`config.mk`:
```
export PLATFORM = sky130hd
export DESIGN_NAME = sound_tag_chunk_parser_core
export DESIGN_NICKNAME = d
export VERILOG_FILES = /design/src/hdl/stcp_pkg.sv /design/src/hdl/stcp_step.sv /design/src/hdl/sound_tag_chunk_parser_core.sv
export VERILOG_INCLUDE_DIRS = /design/src /design/src/hdl
export SDC_FILE = /design/constraint.sdc
export NUM_CORES = 1
export LEC_CHECK = 0
export BUFFER_PORTS_ARGS = -buffer_cell sky130_fd_sc_hd__buf_2
export CORE_ASPECT_RATIO = 0.6
export CORE_MARGIN = 5
export CORE_UTILIZATION = 65
export CTS_BUF_LIST = sky130_fd_sc_hd__clkbuf_8
export CTS_CLUSTER_DIAMETER = 30
export DETAILED_ROUTE_END_ITERATION = 6
export PLACE_DENSITY = 0.88
export SYNTH_ARGS = -nofsm -noshare
export SYNTH_HDL_FRONTEND = slang
export SYNTH_HIERARCHICAL = 1
export SYNTH_SLANG_ARGS = --single-unit
```
`constraint.sdc`:
```
create_clock -name clk -period 7.8 [get_ports clk]
set_clock_uncertainty 0.2 [all_clocks]
set_input_delay 0.78 -clock clk [delete_from_list [all_inputs] [get_ports clk]]
set_output_delay 0.78 -clock clk [all_outputs]
set_load 0.02 [all_outputs]
```
`src/hdl/assert_macros.svh`:
```
// assertion macros used by the tag chunk parser core
`ifndef ASSERT_MACROS_SVH
`define ASSERT_MACROS_SVH

`ifndef SYNTH
// property that must hold at every clock edge outside reset
`define STCP_ASSERT(label, prop, msg) \
    label: assert property (@(posedge clk) disable iff (!rst_n) (prop)) else $error(msg);
// condition in this cycle implies a condition in the next cycle
`define STCP_ASSERT_NEXT(label, cond, conseq, msg) \
    label: assert property (@(posedge clk) disable iff (!rst_n) (cond) |=> (conseq)) \
        else $error(msg);
`else
`define STCP_ASSERT(label, prop, msg)
`define STCP_ASSERT_NEXT(label, cond, conseq, msg)
`endif

`endif

```
`src/hdl/stcp_pkg.sv`:
```
// types, constants and helper functions of the tag chunk parser
package stcp_pkg;

    localparam logic [15:0] MIN_TEXT_LENGTH = 16'd4;
    localparam logic [15:0] MAX_TEXT_LENGTH = 16'd256;
    localparam logic [7:0]  TRACK_MAX       = 8'd99;
    localparam logic [7:0]  CHAR_LOW        = 8'd32;
    localparam logic [7:0]  CHAR_HIGH       = 8'd127;

    typedef enum logic [2:0] {
        PH_IDLE,
        PH_HEADER,
        PH_SUBHDR,
        PH_TEXT,
        PH_WORD,
        PH_SKIP
    } phase_t;

    typedef enum logic [1:0] {
        KIND_NUM,
        KIND_TEXT,
        KIND_END,
        KIND_ERR
    } kind_t;

    typedef enum logic [2:0] {
        ERR_NONE,
        ERR_BAD_MAGIC,
        ERR_UNKNOWN_ID,
        ERR_TEXT_LENGTH,
        ERR_INLINE
    } err_t;

    typedef enum logic [2:0] {
        CL_UNKNOWN,
        CL_TEXT,
        CL_WORD,
        CL_LOW,
        CL_FULL,
        CL_TRACK
    } class_t;

    typedef struct packed {
        logic [7:0] data_byte;
        logic       first_byte;
    } byte_word_t;

    typedef struct packed {
        kind_t       kind;
        logic [7:0]  tag_id;
        logic [31:0] value;
        logic        text_last;
        logic        chunk_done;
        err_t        error_code;
    } result_word_t;

    typedef struct packed {
        phase_t      phase;
        logic [2:0]  hdr_idx;
        logic [31:0] chunk_len;
        logic [31:0] consumed;
        logic [7:0]  cur_id;
        logic [7:0]  cur_type;
        logic [15:0] cur_len;
        logic [16:0] remaining;
        logic [31:0] word_acc;
    } state_t;

    function automatic logic [7:0] magic_byte(input logic [1:0] idx);
        logic [7:0] b;
        unique case (idx)
            2'd0:    b = 8'h78;
            2'd1:    b = 8'h69;
            2'd2:    b = 8'h64;
            default: b = 8'h36;
        endcase
        return b;
    endfunction

    function automatic class_t classify(input logic [7:0] id);
        class_t cl;
        unique case (id) inside
            8'h01, 8'h02, 8'h03, 8'h04, 8'h07, 8'h10, 8'h13: cl = CL_TEXT;
            8'h05, 8'h30, 8'h31, 8'h32, 8'h33, 8'h36:        cl = CL_WORD;
            8'h06, 8'h34, 8'h35:                             cl = CL_LOW;
            8'h11, 8'h14:                                    cl = CL_FULL;
            8'h12:                                           cl = CL_TRACK;
            default:                                         cl = CL_UNKNOWN;
        endcase
        return cl;
    endfunction

    // data length rounded up to a multiple of four
    function automatic logic [16:0] span_of(input logic [15:0] len);
        logic [1:0] pad;
        pad = 2'd0 - len[1:0];
        return {1'b0, len} + {15'd0, pad};
    endfunction

endpackage

```
`src/hdl/stcp_step.sv`:
```
// per-byte next state and result logic of the tag chunk parser
module stcp_step
    import stcp_pkg::*;
(
    input  state_t       cur,
    input  byte_word_t   in_word,
    output state_t       nxt,
    output logic         res_valid,
    output result_word_t res
);

    state_t      s;
    logic [7:0]  b;
    logic [31:0] bc_inc;
    logic        end_hit;
    logic [16:0] rem_dec;
    logic        rem_zero;
    logic [31:0] hdr_len;
    logic [15:0] len_new;
    logic [16:0] span_new;
    class_t      cl;
    logic        text_len_bad;
    logic [7:0]  trk_no;
    logic [7:0]  trk_ch;
    logic [15:0] num_val;
    logic [16:0] text_idx;
    logic [16:0] text_idx_inc;
    logic        text_has;
    logic        text_last;
    logic [31:0] word_val;

    // a first byte restarts from the reset state
    always_comb
    begin
        s = cur;
        if (in_word.first_byte)
        begin
            s       = '0;
            s.phase = PH_HEADER;
        end
    end

    assign b        = in_word.data_byte;
    assign bc_inc   = (s.consumed == '1) ? s.consumed : s.consumed + 32'd1;
    assign end_hit  = (bc_inc >= s.chunk_len);
    assign rem_dec  = s.remaining - 17'd1;
    assign rem_zero = (rem_dec == '0);
    assign hdr_len  = s.chunk_len | ({24'd0, b} << {s.hdr_idx[1:0], 3'b000});
    assign len_new  = {b, s.cur_len[7:0]};
    assign span_new = (s.cur_type != '0) ? span_of(len_new) : '0;
    assign cl       = classify(s.cur_id);

    assign text_len_bad = (len_new < MIN_TEXT_LENGTH) || (len_new > MAX_TEXT_LENGTH);

    assign trk_no = (b > TRACK_MAX) ? 8'd0 : b;
    assign trk_ch = (s.cur_len[7:0] > CHAR_LOW && s.cur_len[7:0] < CHAR_HIGH)
                    ? s.cur_len[7:0] : 8'd0;

    always_comb
    begin
        case (cl)
            CL_LOW:   num_val = {8'd0, s.cur_len[7:0]};
            CL_FULL:  num_val = len_new;
            default:  num_val = {trk_no, trk_ch};
        endcase
    end

    assign text_idx     = span_of(s.cur_len) - s.remaining;
    assign text_idx_inc = text_idx + 17'd1;
    assign text_has     = (text_idx < {1'b0, s.cur_len});
    assign text_last    = (text_idx_inc == {1'b0, s.cur_len});
    assign word_val     = s.word_acc | ({24'd0, b} << {s.hdr_idx[1:0], 3'b000});

    // next state
    always_comb
    begin
        nxt = s;
        unique case (s.phase)
            PH_HEADER:
            begin
                if (s.hdr_idx < 3'd4)
                begin
                    if (b != magic_byte(s.hdr_idx[1:0]))
                        nxt.phase = PH_IDLE;
                    else
                        nxt.hdr_idx = s.hdr_idx + 3'd1;
                end
                else
                begin
                    nxt.chunk_len = hdr_len;
                    if (s.hdr_idx == 3'd7)
                    begin
                        nxt.hdr_idx = '0;
                        nxt.phase   = (hdr_len == '0) ? PH_IDLE : PH_SUBHDR;
                    end
                    else
                        nxt.hdr_idx = s.hdr_idx + 3'd1;
                end
            end
            PH_SUBHDR:
            begin
                nxt.consumed = bc_inc;
                unique case (s.hdr_idx[1:0])
                    2'd0:
                    begin
                        nxt.cur_id  = b;
                        nxt.hdr_idx = s.hdr_idx + 3'd1;
                    end
                    2'd1:
                    begin
                        nxt.cur_type = b;
                        nxt.hdr_idx  = s.hdr_idx + 3'd1;
                    end
                    2'd2:
                    begin
                        nxt.cur_len = {8'd0, b};
                        nxt.hdr_idx = s.hdr_idx + 3'd1;
                    end
                    default:
                    begin
                        nxt.cur_len = len_new;
                        nxt.hdr_idx = '0;
                        case (cl)
                            CL_UNKNOWN:
                                nxt.phase = PH_IDLE;
                            CL_TEXT:
                            begin
                                if (text_len_bad || s.cur_type == '0)
                                    nxt.phase = PH_IDLE;
                                else
                                begin
                                    nxt.remaining = span_new;
                                    nxt.phase     = PH_TEXT;
                                end
                            end
                            CL_WORD:
                            begin
                                if (s.cur_type == '0)
                                    nxt.phase = PH_IDLE;
                                else
                                begin
                                    nxt.word_acc  = '0;
                                    nxt.remaining = span_new;
                                    if (span_new == '0)
                                        nxt.phase = end_hit ? PH_IDLE : PH_SUBHDR;
                                    else
                                        nxt.phase = PH_WORD;
                                end
                            end
                            default:
                            begin
                                nxt.remaining = span_new;
                                if (span_new == '0)
                                    nxt.phase = end_hit ? PH_IDLE : PH_SUBHDR;
                                else
                                    nxt.phase = PH_SKIP;
                            end
                        endcase
                    end
                endcase
            end
            PH_TEXT, PH_WORD, PH_SKIP:
            begin
                nxt.consumed  = bc_inc;
                nxt.remaining = rem_dec;
                if (s.phase == PH_WORD && s.hdr_idx < 3'd4)
                begin
                    nxt.word_acc = word_val;
                    nxt.hdr_idx  = s.hdr_idx + 3'd1;
                end
                if (rem_zero)
                begin
                    nxt.hdr_idx = '0;
                    nxt.phase   = end_hit ? PH_IDLE : PH_SUBHDR;
                end
            end
            default:
                nxt = s;
        endcase
    end

    // result
    always_comb
    begin
        res_valid      = 1'b0;
        res.kind       = KIND_NUM;
        res.tag_id     = nxt.cur_id;
        res.value      = '0;
        res.text_last  = 1'b0;
        res.chunk_done = 1'b0;
        res.error_code = ERR_NONE;
        unique case (s.phase)
            PH_HEADER:
            begin
                if (s.hdr_idx < 3'd4)
                begin
                    if (b != magic_byte(s.hdr_idx[1:0]))
                    begin
                        res_valid      = 1'b1;
                        res.kind       = KIND_ERR;
                        res.error_code = ERR_BAD_MAGIC;
                    end
                end
                else if (s.hdr_idx == 3'd7 && hdr_len == '0)
                begin
                    res_valid      = 1'b1;
                    res.kind       = KIND_END;
                    res.chunk_done = 1'b1;
                end
            end
            PH_SUBHDR:
            begin
                if (s.hdr_idx[1:0] == 2'd3)
                begin
                    case (cl)
                        CL_UNKNOWN:
                        begin
                            res_valid      = 1'b1;
                            res.kind       = KIND_ERR;
                            res.error_code = ERR_UNKNOWN_ID;
                        end
                        CL_TEXT:
                        begin
                            if (text_len_bad)
                            begin
                                res_valid      = 1'b1;
                                res.kind       = KIND_ERR;
                                res.error_code = ERR_TEXT_LENGTH;
                            end
                            else if (s.cur_type == '0)
                            begin
                                res_valid      = 1'b1;
                                res.kind       = KIND_ERR;
                                res.error_code = ERR_INLINE;
                            end
                        end
                        CL_WORD:
                        begin
                            if (s.cur_type == '0)
                            begin
                                res_valid      = 1'b1;
                                res.kind       = KIND_ERR;
                                res.error_code = ERR_INLINE;
                            end
                            else if (span_new == '0)
                            begin
                                res_valid      = 1'b1;
                                res.chunk_done = end_hit;
                            end
                        end
                        default:
                        begin
                            res_valid      = 1'b1;
                            res.value      = {16'd0, num_val};
                            res.chunk_done = (span_new == '0) && end_hit;
                        end
                    endcase
                end
            end
            PH_TEXT:
            begin
                if (text_has)
                begin
                    res_valid      = 1'b1;
                    res.kind       = KIND_TEXT;
                    res.value      = {24'd0, b};
                    res.text_last  = text_last;
                    res.chunk_done = rem_zero && end_hit;
                end
                else if (rem_zero && end_hit)
                begin
                    res_valid      = 1'b1;
                    res.kind       = KIND_END;
                    res.chunk_done = 1'b1;
                end
            end
            PH_WORD:
            begin
                if (s.hdr_idx == 3'd3)
                begin
                    res_valid      = 1'b1;
                    res.value      = word_val;
                    res.chunk_done = rem_zero && end_hit;
                end
                else if (rem_zero && end_hit)
                begin
                    res_valid      = 1'b1;
                    res.kind       = KIND_END;
                    res.chunk_done = 1'b1;
                end
            end
            PH_SKIP:
            begin
                if (rem_zero && end_hit)
                begin
                    res_valid      = 1'b1;
                    res.kind       = KIND_END;
                    res.chunk_done = 1'b1;
                end
            end
            default:
                res_valid = 1'b0;
        endcase
    end

endmodule

```
`src/hdl/sound_tag_chunk_parser_core.sv`:
```
// top level of the tag chunk parser: state registers and result register
// Takes an extended tag chunk one byte per word, starting at its "xid6"
// magic byte (first_byte=1, which also restarts the parser anywhere). It
// reads the 32-bit little-endian body length, then walks 4-byte sub-chunk
// headers and their data padded to four bytes, and gives at most one result
// word per byte: a numeric tag, a text byte (text_last on the final one), a
// chunk end, or an error. After chunk end or any error, bytes are dropped
// until the next first byte. Every byte is handled in the cycle it is
// accepted, so one byte per clock is taken as long as the result side keeps
// up; a byte is held off only while a finished result word sits in the
// output register and the result side stalls. Each result is registered and
// seen in the cycle after its byte. There is no configuration and no memory.
`include "assert_macros.svh"

module sound_tag_chunk_parser_core
    import stcp_pkg::*;
(
    input  logic         clk,
    input  logic         rst_n,
    // byte channel
    input  logic         byte_valid,
    output logic         byte_stall,
    input  byte_word_t   byte_word,
    // result channel
    output logic         result_valid,
    input  logic         result_stall,
    output result_word_t result_word
);

    state_t       state_reg;
    state_t       state_next;
    logic         step_valid;
    result_word_t step_result;
    logic         result_valid_reg;
    result_word_t result_reg;
    logic         byte_accept;

    // hold off bytes only while the result register is full and stalled
    assign byte_stall  = result_valid_reg && result_stall;
    assign byte_accept = byte_valid && !byte_stall;

    stcp_step u_step (
        .cur       (state_reg),
        .in_word   (byte_word),
        .nxt       (state_next),
        .res_valid (step_valid),
        .res       (step_result)
    );

    // parser state moves only on an accepted byte
    always_ff @(posedge clk or negedge rst_n)
    begin
        if (!rst_n)
            state_reg <= '0;
        else if (byte_accept)
            state_reg <= state_next;
    end

    // result register: refilled on accept, emptied when taken
    always_ff @(posedge clk or negedge rst_n)
    begin
        if (!rst_n)
            result_valid_reg <= 1'b0;
        else if (byte_accept)
            result_valid_reg <= step_valid;
        else if (!result_stall)
            result_valid_reg <= 1'b0;
    end

    always_ff @(posedge clk)
    begin
        if (byte_accept && step_valid)
            result_reg <= step_result;
    end

    assign result_valid = result_valid_reg;
    assign result_word  = result_reg;

    // any error drops the parser to idle
    `STCP_ASSERT_NEXT(a_err_idle, byte_accept && step_valid && step_result.kind == KIND_ERR, state_reg.phase == PH_IDLE, "error did not return to idle")
    // a completed chunk drops the parser to idle
    `STCP_ASSERT_NEXT(a_done_idle, byte_accept && step_valid && step_result.chunk_done, state_reg.phase == PH_IDLE, "chunk end did not return to idle")
    // text_last only on text bytes
    `STCP_ASSERT(a_last_text, !(result_valid_reg && result_reg.text_last) || result_reg.kind == KIND_TEXT, "text_last on non-text result")
    // errors never carry chunk_done
    `STCP_ASSERT(a_err_nodone, !(result_valid_reg && result_reg.kind == KIND_ERR) || !result_reg.chunk_done, "error marked chunk_done")
    // sub-chunk header index stays within a header
    `STCP_ASSERT(a_hdr_range, state_reg.phase != PH_SUBHDR || state_reg.hdr_idx < 3'd4, "header index out of range")

endmodule

```
==> implementation parameters, run 1 <==
Parameter                              Value

Run status
  Result of the run ... completed

Final layout
  Post-Route Utilization ... 68.8%
  Highest-count cells in the layout ignoring fill and taps ... 267 x nand2_1, 152 x dfrtp_1, 109 x nor2_1, 109 x a21oi_1, 92 x ha_1
  Most common cell after layout, fill and taps aside ... nand2_1
  Ratio of cells with drive above 1 in the final layout ... 12.3%
  Diodes inserted ... 0
  Final layout net count ... between 1500 and 2000
  Post-layout instance count excluding filler cells ... 2109
  P&R area growth vs syn ... 4.48%
  Max reg flops ... 151
  Final std cell area, no fill ... 16500 um^2

Global route
  Global-route wire length before repair ... approximately 74 mm
  Largest net degree at the start of global routing ... 95
  Overall track demand over capacity in global routing ... 34.0%
  Total grt overflow ... 0
  Number of antenna violations at the first check in global routing ... 0
  Vias in the first global route ... 13189

Synth
  Library cells used by synthesis ... 96
  Synthesized instance count ... 1797
  Sequential element share of the synthesized area ... between 30% and 40%
  Netlist area before placement ... 15800 um^2
  Leading post-synthesis cells by cell area ... dfrtp_1 24%, edfxtp_1 8.9%, ha_1 7.3%, mux2_1 6.4%, nand2_1 6.3%
  Number of register bits inferred by synthesis ... 199
  Share of Yosys cell area claimed by the top area cell type ... about a quarter
  Number of warnings reported in the yosys synthesis log ... 6
  Leading register cell type out of synthesis ... dfrtp_1
  Leading area contributor after synthesis ... dfrtp_1
  Number of synthesized flops with an enable pin ... 47
  Total nets after synthesis ... 1902
  Proportion of register bits with asynchronous set or reset after synthesis ... 76.4%
  Avg Synthesized Cell Area ... 8.81 um^2

Critical path
  Worst endpoint required time ... 7.81 ns
  Origin of the worst setup path ... byte_word[0]
  Cell at the slowest stage of the critical path ... clkinv_2
  Critical path's most frequent cell ... ha_1
  Category of the most critical setup path ... in -> reg
  Critical-path cell list ... buf_4 -> clkinv_2 -> nand2_1 -> inv_1 -> ha_1 -> ha_1 -> buf_4 -> a211oi_1 -> o2111a_1 -> a21bo_2 -> a21oi_1 -> o21ai_0 -> xnor2_2 -> ha_1 -> a211oi_1 -> a31oi_1 -> nor4_2 -> or3b_1 -> a21oi_1 -> o31ai_1 -> nand2_1 -> nor2_4 -> buf_12
  Type of element capturing the critical path ... flop
  Source of the worst register-to-register timing path ... state_reg[54]
  Delay of the slowest cell on the worst path ... 0.41 ns
  Arrival time of data at the critical path endpoint ... 6.36 ns
  Kind of start point of the critical path ... input pin
  Worst-path fanout max ... 34
  Crit Reg-Reg Endpoint ... result_word[5]
  Largest delay contributor family on the critical path ... compound AO/OA/AOI/OAI gates
  Buffering stage count on the worst path with inverters included ... 5
  Depth of the worst register-to-register path ... 20
  Minimum setup slack among reg-to-reg paths ... about 1.8 ns

Power
  Relative contribution of the clock network to total power ... 36.0%
  Max rail drop VDD ... 190 uV
  Power share of the combinational group ... 9.0%
  Static Leak ... 0.00735 uW
  Internal Dissipation ... 1390 uW
  Net switching fraction of the power ... 29.4%
  Switching power ... 578 uW
  Sequential fraction of design power ... between 50% and 60%
  Total power divided by cell area ... between 100 and 150 nW/um^2

Drt
  Highest metal used ... met4
  Total Routed Length ... 47.2 mm
  DR vias ... 14348
  Metal3 WL ... 6.02 mm
  Total met2 wirelength after detailed routing ... 19.3 mm
  Number of iterations in the first detailed-routing pass ... 6
  Detailed Route Iter0 Violations ... around 1900
  Via-to-Cell Ratio ... 6.80
  Length of routed wiring on met1 ... 21.0 mm
  Detail-routed net length per standard cell ... 22.4 um
  Number of nets with antenna violations after detailed routing ... 0
  Remaining routing DRC violations ... 0

Timing
  Worst Max-Slew Pin Slew ... between 1 and 1.5 ns
  Normalized max-slew margin ... 17.1%
  Final min period ... 6.34 ns
  Final hold slack ... 0.144 ns
  Post-route fraction of the period consumed by the critical path ... 81.3%
  Setup repair after global routing missed its margin ... no
  Max Clk Rate ... between 150 and 200 MHz
  Hold Violations, Final ... 0
  Max-slew violation count ... 0
  Post-Route Setup TNS ... 0 ns
  Final Setup Violations ... 0

CTS
  Post_cts resized ... 0
  Clock slew at reported path FFs ... 0.11 ns
  Clock Tree Root ... clkbuf_8
  Total CTS buffers ... 17
  Num Clock Sinks ... 199
  Clock tree buffer depth ... 2
  Clock tree from TritonCTS ... done
  # hold bufs at CTS ... 0
  Clock insertion delay at the later pin of the skew report ... 0.52 ns
  H-Tree Depth ... 4
  Post-CTS Setup Bufs ... 0

Floorplan
  Core box area ... roughly 24000 um^2
  IO Count ... 62
  Initial standard-cell utilization of the core ... 65.8%
  Die area ... between 20000 and 30000 um^2
  Die Y-Extent ... 131 um
  X dimension of the die ... 211 um
  Std-Cell Rows ... 44

Flow run
  Max-cap viol count ... 0

Placement
  Final HPWL DP ... ~33 mm
  Post-detailed-placement cell area ... 16100 um^2
  Routability congestion estimate ... 0.995
  Quantity of I/O buffers inserted on ports ... slightly above 60
  Cell count after placement ... 2077

Worst hold path
  Path type of the worst min-delay path ... in -> async
kinds of logic after synthesis:
family	count (synthesis)	synth area share (%)
compound gates	367	15.3
buf+inv	167	4.87
simple gates	694	21.3
fa+ha+maj	92	7.27
xor+xnor	116	6.82
mux	162	11.5
flops	199	32.9
power by group through the flow:
stage,clock (uW),combinational [uW],sequential (uW)
3_5_place_dp,0,173,1100
3_3_place_gp,0,171,1100
5_1_grt,757,188,1080
2_1_floorplan,0,104,1110
6_report,709,178,1080
4_1_cts,714,174,1080
cells in the mapped netlist (28+ instances only):
cell type  instances
dfrtp_1          152
nor2_1           111
ha_1              92
nand2_1          267
inv_1             42
edfxtp_1          47
nor3_1            42
nand3_1           59
nor2b_1           40
xnor2_1           68
xor2_1            42
mux2_2            67
a21oi_1          109
clkbuf_1          63
mux2_1            90
o21ai_0           84
nand4_1           28
metal layers:
metal	vias up	GRT usage, %
met1	6940	52.0
li1	6407	-
met5	-	0
met2	913	48.2
met3	88	8.71
met4	0	8.18
worst max-delay path by stage:
stage | endpoint | slack (ns) | depth (start not counted)
floorplan | result_word[0] | 0.06 | 27
global placement | result_word[12] | 1.27 | 23
detailed placement | result_word[12] | 1.02 | 23
CTS | result_word[5] | 1.57 | 23
global route | result_word[11] | 1.16 | 24
finish | result_word[5] | 1.46 | 23
metrics by stage:
| stage | power, uW | setup slack [ns] |
|---|---|---|
| 2_1_floorplan | 1220 | 0.0602 |
| 3_3_place_gp | 1270 | 1.27 |
| 3_5_place_dp | 1280 | 1.02 |
| 4_1_cts | 1970 | 1.57 |
| 5_1_grt | 2030 | 1.16 |
| 6_report | 1970 | 1.46 |
cell type report:
type | count | area (um^2)
multi-input cells | 1431 | 9870
fillers | 1825 | 7510
flip-flops and latches | 199 | 5220
repair buffers | 80 | 469
well taps | 322 | 403
inverters | 45 | 170
clock buffers | 17 | 234
clock inverters | 15 | 180
Power figures use the tool's default switching activity.
==> inputs of run 2 (changes only) <==
Settings changed: CORE_UTILIZATION 65 to 59, PLACE_DENSITY 0.88 to 0.85.
Clock period 7.8 ns to 5.1 ns, I/O delays scaled along.
==> run 2 against run 1 <==
Net effect: clock power increased by 48%; sequential share of layout area decreased by 2.2 points; first-iteration DRC count increased by 12%; sequential power increased by 53%; die area increased by 9.5%; flip-flop and latch count unchanged; non-clock buffer count increased by 122; routed wire length increased by 7.8%; count of clock-buffer cells in the layout unchanged; hold slack improved by 0.073 ns; critical path type unchanged; critical endpoint is now result_word[23].
==> implementation parameters, run 2 (same netlist as run 1, synthesis figures left out) <==
Parameter                              Value

Run status
  Result of the run ... completed

Timing
  Max-slew violation count ... 0
  Post-route fraction of the period consumed by the critical path ... between 90 and 100%
  Post-Route Setup TNS ... 0 ns
  Worst Max-Slew Pin Slew ... 1.07 ns
  Normalized max-slew margin ... 27.8%
  Max Clk Rate ... roughly 200 MHz
  Hold Violations, Final ... 0
  Final Setup Violations ... 0
  Final min period ... 4.93 ns

Power
  Static Leak ... about 0.008 uW
  Total power divided by cell area ... 168 nW/um^2
  Max rail drop VDD ... 294 uV

Final layout
  Final layout net count ... 2001
  Most common cell after layout, fill and taps aside ... nand2_1
  Ratio of cells with drive above 1 in the final layout ... 19.6%
  Diodes inserted ... 0
  P&R area growth vs syn ... 12.5%
  Final std cell area, no fill ... 17800 um^2
  Max reg flops ... 151
  Highest-count cells in the layout ignoring fill and taps ... 262 x nand2_1, 149 x dfrtp_1, 136 x buf_4

Worst hold path
  Worst Min Path Start ... byte_valid
  Path type of the worst min-delay path ... in -> reg
  Hold Path Sink ... result_valid
  Cells on Worst Hold Path ... 4

CTS
  Total CTS buffers ... 17
  Clock tree buffer depth ... 2
  Clock insertion delay at the later pin of the skew report ... 0.53 ns
  Clock tree from TritonCTS ... done
  Num Clock Sinks ... between 150 and 200
  Clock slew at reported path FFs ... 0.12 ns
  H-Tree Depth ... 4
  Clock Tree Root ... clkbuf_8

Critical path
  Minimum setup slack among reg-to-reg paths ... around 0.20 ns
  Delay of the slowest cell on the worst path ... 0.38 ns
  Arrival time of data at the critical path endpoint ... 5.02 ns
  Worst endpoint required time ... 5.19 ns
  Type of element capturing the critical path ... flop
  Depth of the worst register-to-register path ... 21
  Source of the worst register-to-register timing path ... state_reg[34]
  Kind of start point of the critical path ... input pin
  Buffering stage count on the worst path with inverters included ... 3
  Largest delay contributor family on the critical path ... simple AND/OR/NAND/NOR gates
  Critical-path cell list ... buf_4 -> buf_4 -> nor2b_1 -> ha_1 -> and3_1 -> nand4_1 -> or2_1 -> and4_1 -> nand2_1 -> or3_1 -> a21oi_1 -> ha_1 -> nor2b_1 -> o21ai_0 -> nand2b_1 -> a211oi_1 -> o21ai_0 -> a211o_1 -> a21oi_1 -> o31ai_2 -> nand2_2 -> nor2_4 -> buf_4
  Worst-path fanout max ... 24
  Category of the most critical setup path ... in -> reg
  Cell at the slowest stage of the critical path ... and4_1
  Critical path's most frequent cell ... buf_4
  Crit Reg-Reg Endpoint ... result_word[23]

Drt
  Remaining routing DRC violations ... 0
  DR vias ... between 15000 and 20000
  Detail-routed net length per standard cell ... 22.4 um
  Number of iterations in the first detailed-routing pass ... 5
  Total Routed Length ... 50.9 mm
  Number of nets with antenna violations after detailed routing ... 0
  Via-to-Cell Ratio ... 6.63
  Detailed Route Iter0 Violations ... 2154

Placement
  Post-detailed-placement cell area ... 17400 um^2
  Final HPWL DP ... 37.0 mm
  Quantity of I/O buffers inserted on ports ... 61
  Routability congestion estimate ... 0.994

Flow run
  Max-cap viol count ... 0

Global route
  Number of antenna violations at the first check in global routing ... 0
  Vias in the first global route ... 14097
  Global-route wire length before repair ... ~80 mm
  Total grt overflow ... 0
  Overall track demand over capacity in global routing ... 33.3%
  Largest net degree at the start of global routing ... 86

Floorplan
  IO Count ... 62
  Die area ... 30300 um^2
  Die Y-Extent ... 137 um
  X dimension of the die ... 221 um
  Core box area ... 26400 um^2
  Initial standard-cell utilization of the core ... 59.9%
  Std-Cell Rows ... 46
==> run 2: worst max-delay path by stage <==
stage | startpoint | endpoint | slack, ns | cells after the start
after floorplan | byte_word[0] | result_word[0] | -0.62 | 27
after global placement | byte_word[0] | result_word[4] | -0.15 | 21
after detailed placement | byte_word[0] | result_word[23] | -0.26 | 22
after CTS | state_reg[50] | result_word[4] | 0.07 | 19
after global routing | state_reg[101] | result_word[15] | -0.02 | 21
final | byte_word[0] | result_word[23] | 0.17 | 23
==> run 2: area by class of cell <==
cell class	instances	area, um^2
Inverter	45	174
Tap cell	360	450
Clock buffer	17	234
Sequential cell	199	5220
Timing Repair Buffer	202	1440
Clock inverter	15	151
Fill cell	2065	8610
Multi-Input combinational cell	1431	10100
==> run 2: what timing repair did <==
action	in CTS	in global routing
setup buffers	0	1
setup endpoints to repair	0	50
hold endpoints to repair	75	0
gates resized for setup	0	11
hold buffers	1	0
==> run 2: metrics by stage <==
stage          instances  setup WS, ns  utilization (%)  hold slack [ns]  total power (uW)
2_1_floorplan       1797        -0.616                -           0.0144              1870
3_3_place_gp        2235        -0.145             65.7            0.262              1970
3_5_place_dp        2235        -0.263             65.7            0.273              1970
4_1_cts             2268        0.0694             67.2            0.243              3000
5_1_grt             2269       -0.0241             67.4            0.201              3090
6_report            2269         0.169             67.4            0.216              3000
==> run 2: report_power, final <==
group / internal (uW) / leakage [uW] / switching (uW)
clock network: 438 / 0.000205 / 611
logic: 83.8 / 0.00524 / 212
registers: 1640 / 0.00257 / 11.7
==> run 2: worst register-to-register path, cell delays in order (launching register included) <==
cell,delay (ns)
dfrtp_1,0.41
nor2b_2,0.19
inv_1,0.09
ha_1,0.33
ha_4,0.19
a211oi_4,0.29
o21bai_4,0.14
a2111oi_4,0.35
nor3_2,0.11
ha_1,0.33
nand2_1,0.09
nor3_1,0.18
o31ai_1,0.15
a21o_1,0.23
a31oi_2,0.22
nor4_2,0.08
or3b_1,0.35
a21oi_1,0.19
o31ai_2,0.14
nand2_2,0.13
nor2_4,0.07
buf_4,0.19
==> run 2: metal layers <==
metal	part of all wire, %	GRT usage [%]
met4	2.2	7.80
met2	39	46.3
met5	0	0
met1	43	48.5
met3	16	13.4
==> inputs of run 3 (changes only) <==
Settings changed: CORE_ASPECT_RATIO 0.6 to not set, SLEW_MARGIN set to 30.
==> run 3 against run 2 <==
Net effect: routed wire length fell by 10%; hold slack improved by 0.072 ns; fmax rose by 0.37%; sequential share of layout area rose by 0.30 points; core utilization fell by 1.4 points; die area fell by 0.35%; critical path depth did not move.
==> implementation parameters, run 3 (same netlist as run 1, synthesis figures left out) <==
Parameter                              Value

Floorplan
  Std-Cell Rows ... 60
  Initial standard-cell utilization of the core ... 59.2%
  Die Y-Extent ... 174 um
  Die area ... 30200 um^2
  X dimension of the die ... roughly 170 um
  Core box area ... 26700 um^2
  IO Count ... 62

Global route
  Largest net degree at the start of global routing ... around 150
  Total grt overflow ... 0
  Global-route wire length before repair ... 73.3 mm
  Number of antenna violations at the first check in global routing ... 2
  Vias in the first global route ... about 14000
  Overall track demand over capacity in global routing ... between 20 and 30%

Final layout
  Max reg flops ... 151
  Final layout net count ... just under 2000
  P&R area growth vs syn ... 11.4%
  Post-layout instance count excluding filler cells ... about 2200
  Most common cell after layout, fill and taps aside ... nand2_1
  Highest-count cells in the layout ignoring fill and taps ... 263 x nand2_1, 146 x dfrtp_1, 107 x nor2_1
  Ratio of cells with drive above 1 in the final layout ... 18.6%
  Layout fillers ... 2056

CTS
  Num Clock Sinks ... 199
  Total CTS buffers ... 17
  H-Tree Depth ... 4
  Clock tree buffer depth ... 2
  Clock insertion delay at the later pin of the skew report ... 0.50 ns
  Clock Tree Root ... clkbuf_8
  Clock tree from TritonCTS ... done
  Clock slew at reported path FFs ... 0.11 ns

Timing
  Worst Max-Slew Pin Slew ... 0.939 ns
  Max-slew violation count ... 0
  Max Clk Rate ... 204 MHz
  Final Setup Violations ... 0
  Setup slack after layout ... 0.187 ns
  Final min period ... 4.91 ns
  Hold Violations, Final ... 0
  Post-route fraction of the period consumed by the critical path ... between 90% and 100%
  Normalized max-slew margin ... 35.8%
  Post-Route Setup TNS ... 0 ns

Placement
  Final HPWL DP ... 31.8 mm
  Quantity of I/O buffers inserted on ports ... 61
  Routability congestion estimate ... between 0.9 and 1
  Cell count after placement ... approximately 2200
  Worst setup slack after placement ... -0.237 ns

Critical path
  Type of element capturing the critical path ... flop
  Arrival time of data at the critical path endpoint ... around 5 ns
  Delay of the slowest cell on the worst path ... 0.46 ns
  Worst-path fanout max ... 14
  Kind of start point of the critical path ... flop
  Critical-path cell list ... nand2_2 -> ha_4 -> xor2_2 -> ha_4 -> a211oi_4 -> buf_6 -> o21bai_4 -> a2111oi_4 -> nor3_2 -> ha_1 -> nand2_1 -> nor3_2 -> o31ai_1 -> a21o_1 -> a31oi_4 -> nor4_4 -> or3b_1 -> a21oi_1 -> o31ai_1 -> nand2_1 -> nor2_4 -> buf_12 -> clkbuf_16
  Worst endpoint required time ... roughly 5.2 ns
  Cell at the slowest stage of the critical path ... dfrtp_2
  Category of the most critical setup path ... reg -> reg

Drt
  Via-to-Cell Ratio ... 6.57
  Detail-routed net length per standard cell ... 20.5 um
  Number of iterations in the first detailed-routing pass ... 6
  Remaining routing DRC violations ... 0
  DR vias ... 14598
  Number of nets with antenna violations after detailed routing ... 0
  Detailed Route Iter0 Violations ... 2174
  Total Routed Length ... 45.6 mm

Worst hold path
  Path type of the worst min-delay path ... reg -> reg

Power
  Total power divided by cell area ... 170 nW/um^2
  Static Leak ... 0.00786 uW
  Total design power ... 3000 uW
  Max rail drop VDD ... between 150 and 200 uV

Flow run
  Max-cap viol count ... 0

Run status
  Result of the run ... completed
## run 3: changes by cell type in the layout (fill, tap and decap cells not counted), sizes merged
cell | previous run | this run
buf | 201 | 170
bufinv | 2 | 1
clkbuf | 17 | 18
clkinv | 4 | 5
clkinvlp | 1 | 0
diode | 0 | 2
inv | 53 | 54
## run 3: power by group
part	total (uW)	internal [uW]	switching, uW	leakage [uW]
registers	1650	1640	11.0	0.00256
logic	286	84.0	202	0.00509
clock network	1060	409	649	0.000205
total	3000	2140	862	0.00786
## run 3: what timing repair did
action / 4_1_cts / 5_1_grt
hold endpoints to repair: 76 / 0
setup endpoints to repair: 0 / 47
hold buffers: 1 / 0
resized for setup: 0 / 18
setup buffers: 0 / 8
## run 3: cell type report
class	count	area (um^2)	share of cell area [%]
clock buffer	17	234	1.33
multi-input combinational	1431	10200	57.6
clock inverter	15	163	0.922
inverter	45	174	0.986
antenna	2	5.00	0.0284
timing repair buffer	172	1250	7.08
sequential	199	5220	29.6
tap	341	427	2.42
## run 3: per-stage QoR
step                      utilization (%)  cell area, um^2  hold WS, ns
final                                66.0            17600        0.288
after global routing                 66.0            17600        0.320
after CTS                            65.4            17500        0.226
after detailed placement             63.8            17100        0.267
after global placement               63.8            17100        0.260
after floorplan                         -            16200       0.0144
## run 3: path summary, 6_finish.rpt
check                              start               to  slack, ns  cells after the start
max                        state_reg[50]  result_word[22]       0.19                     23
min                        state_reg[82]    state_reg[82]       0.29                      1
max reg2reg                state_reg[50]  result_word[22]       0.19                     23
min reg2reg                state_reg[82]    state_reg[82]       0.29                      1
max in group asynchronous          rst_n    state_reg[70]       3.22                      3
min in group asynchronous          rst_n    state_reg[85]       0.43                      2
## run 3: critical path: cells and delay by family, from the launching register on
kind,cells,cell delay (ns)
AOI/OAI and AO/OA,8,1.48
and+or+nand+nor,8,1.11
adders and majority gates,3,0.77
DFF,1,0.46
buffers and inverters,3,0.45
xor gates and xnor gates,1,0.19
## run 3: metal layers
layer	wire length [um]	vias to the layer above	GRT usage, %
met2	20900	896	46.9
met5	22	-	0
met3	4770	171	6.41
li1	-	6595	-
met4	1610	4	9.96
met1	18300	6932	39.7
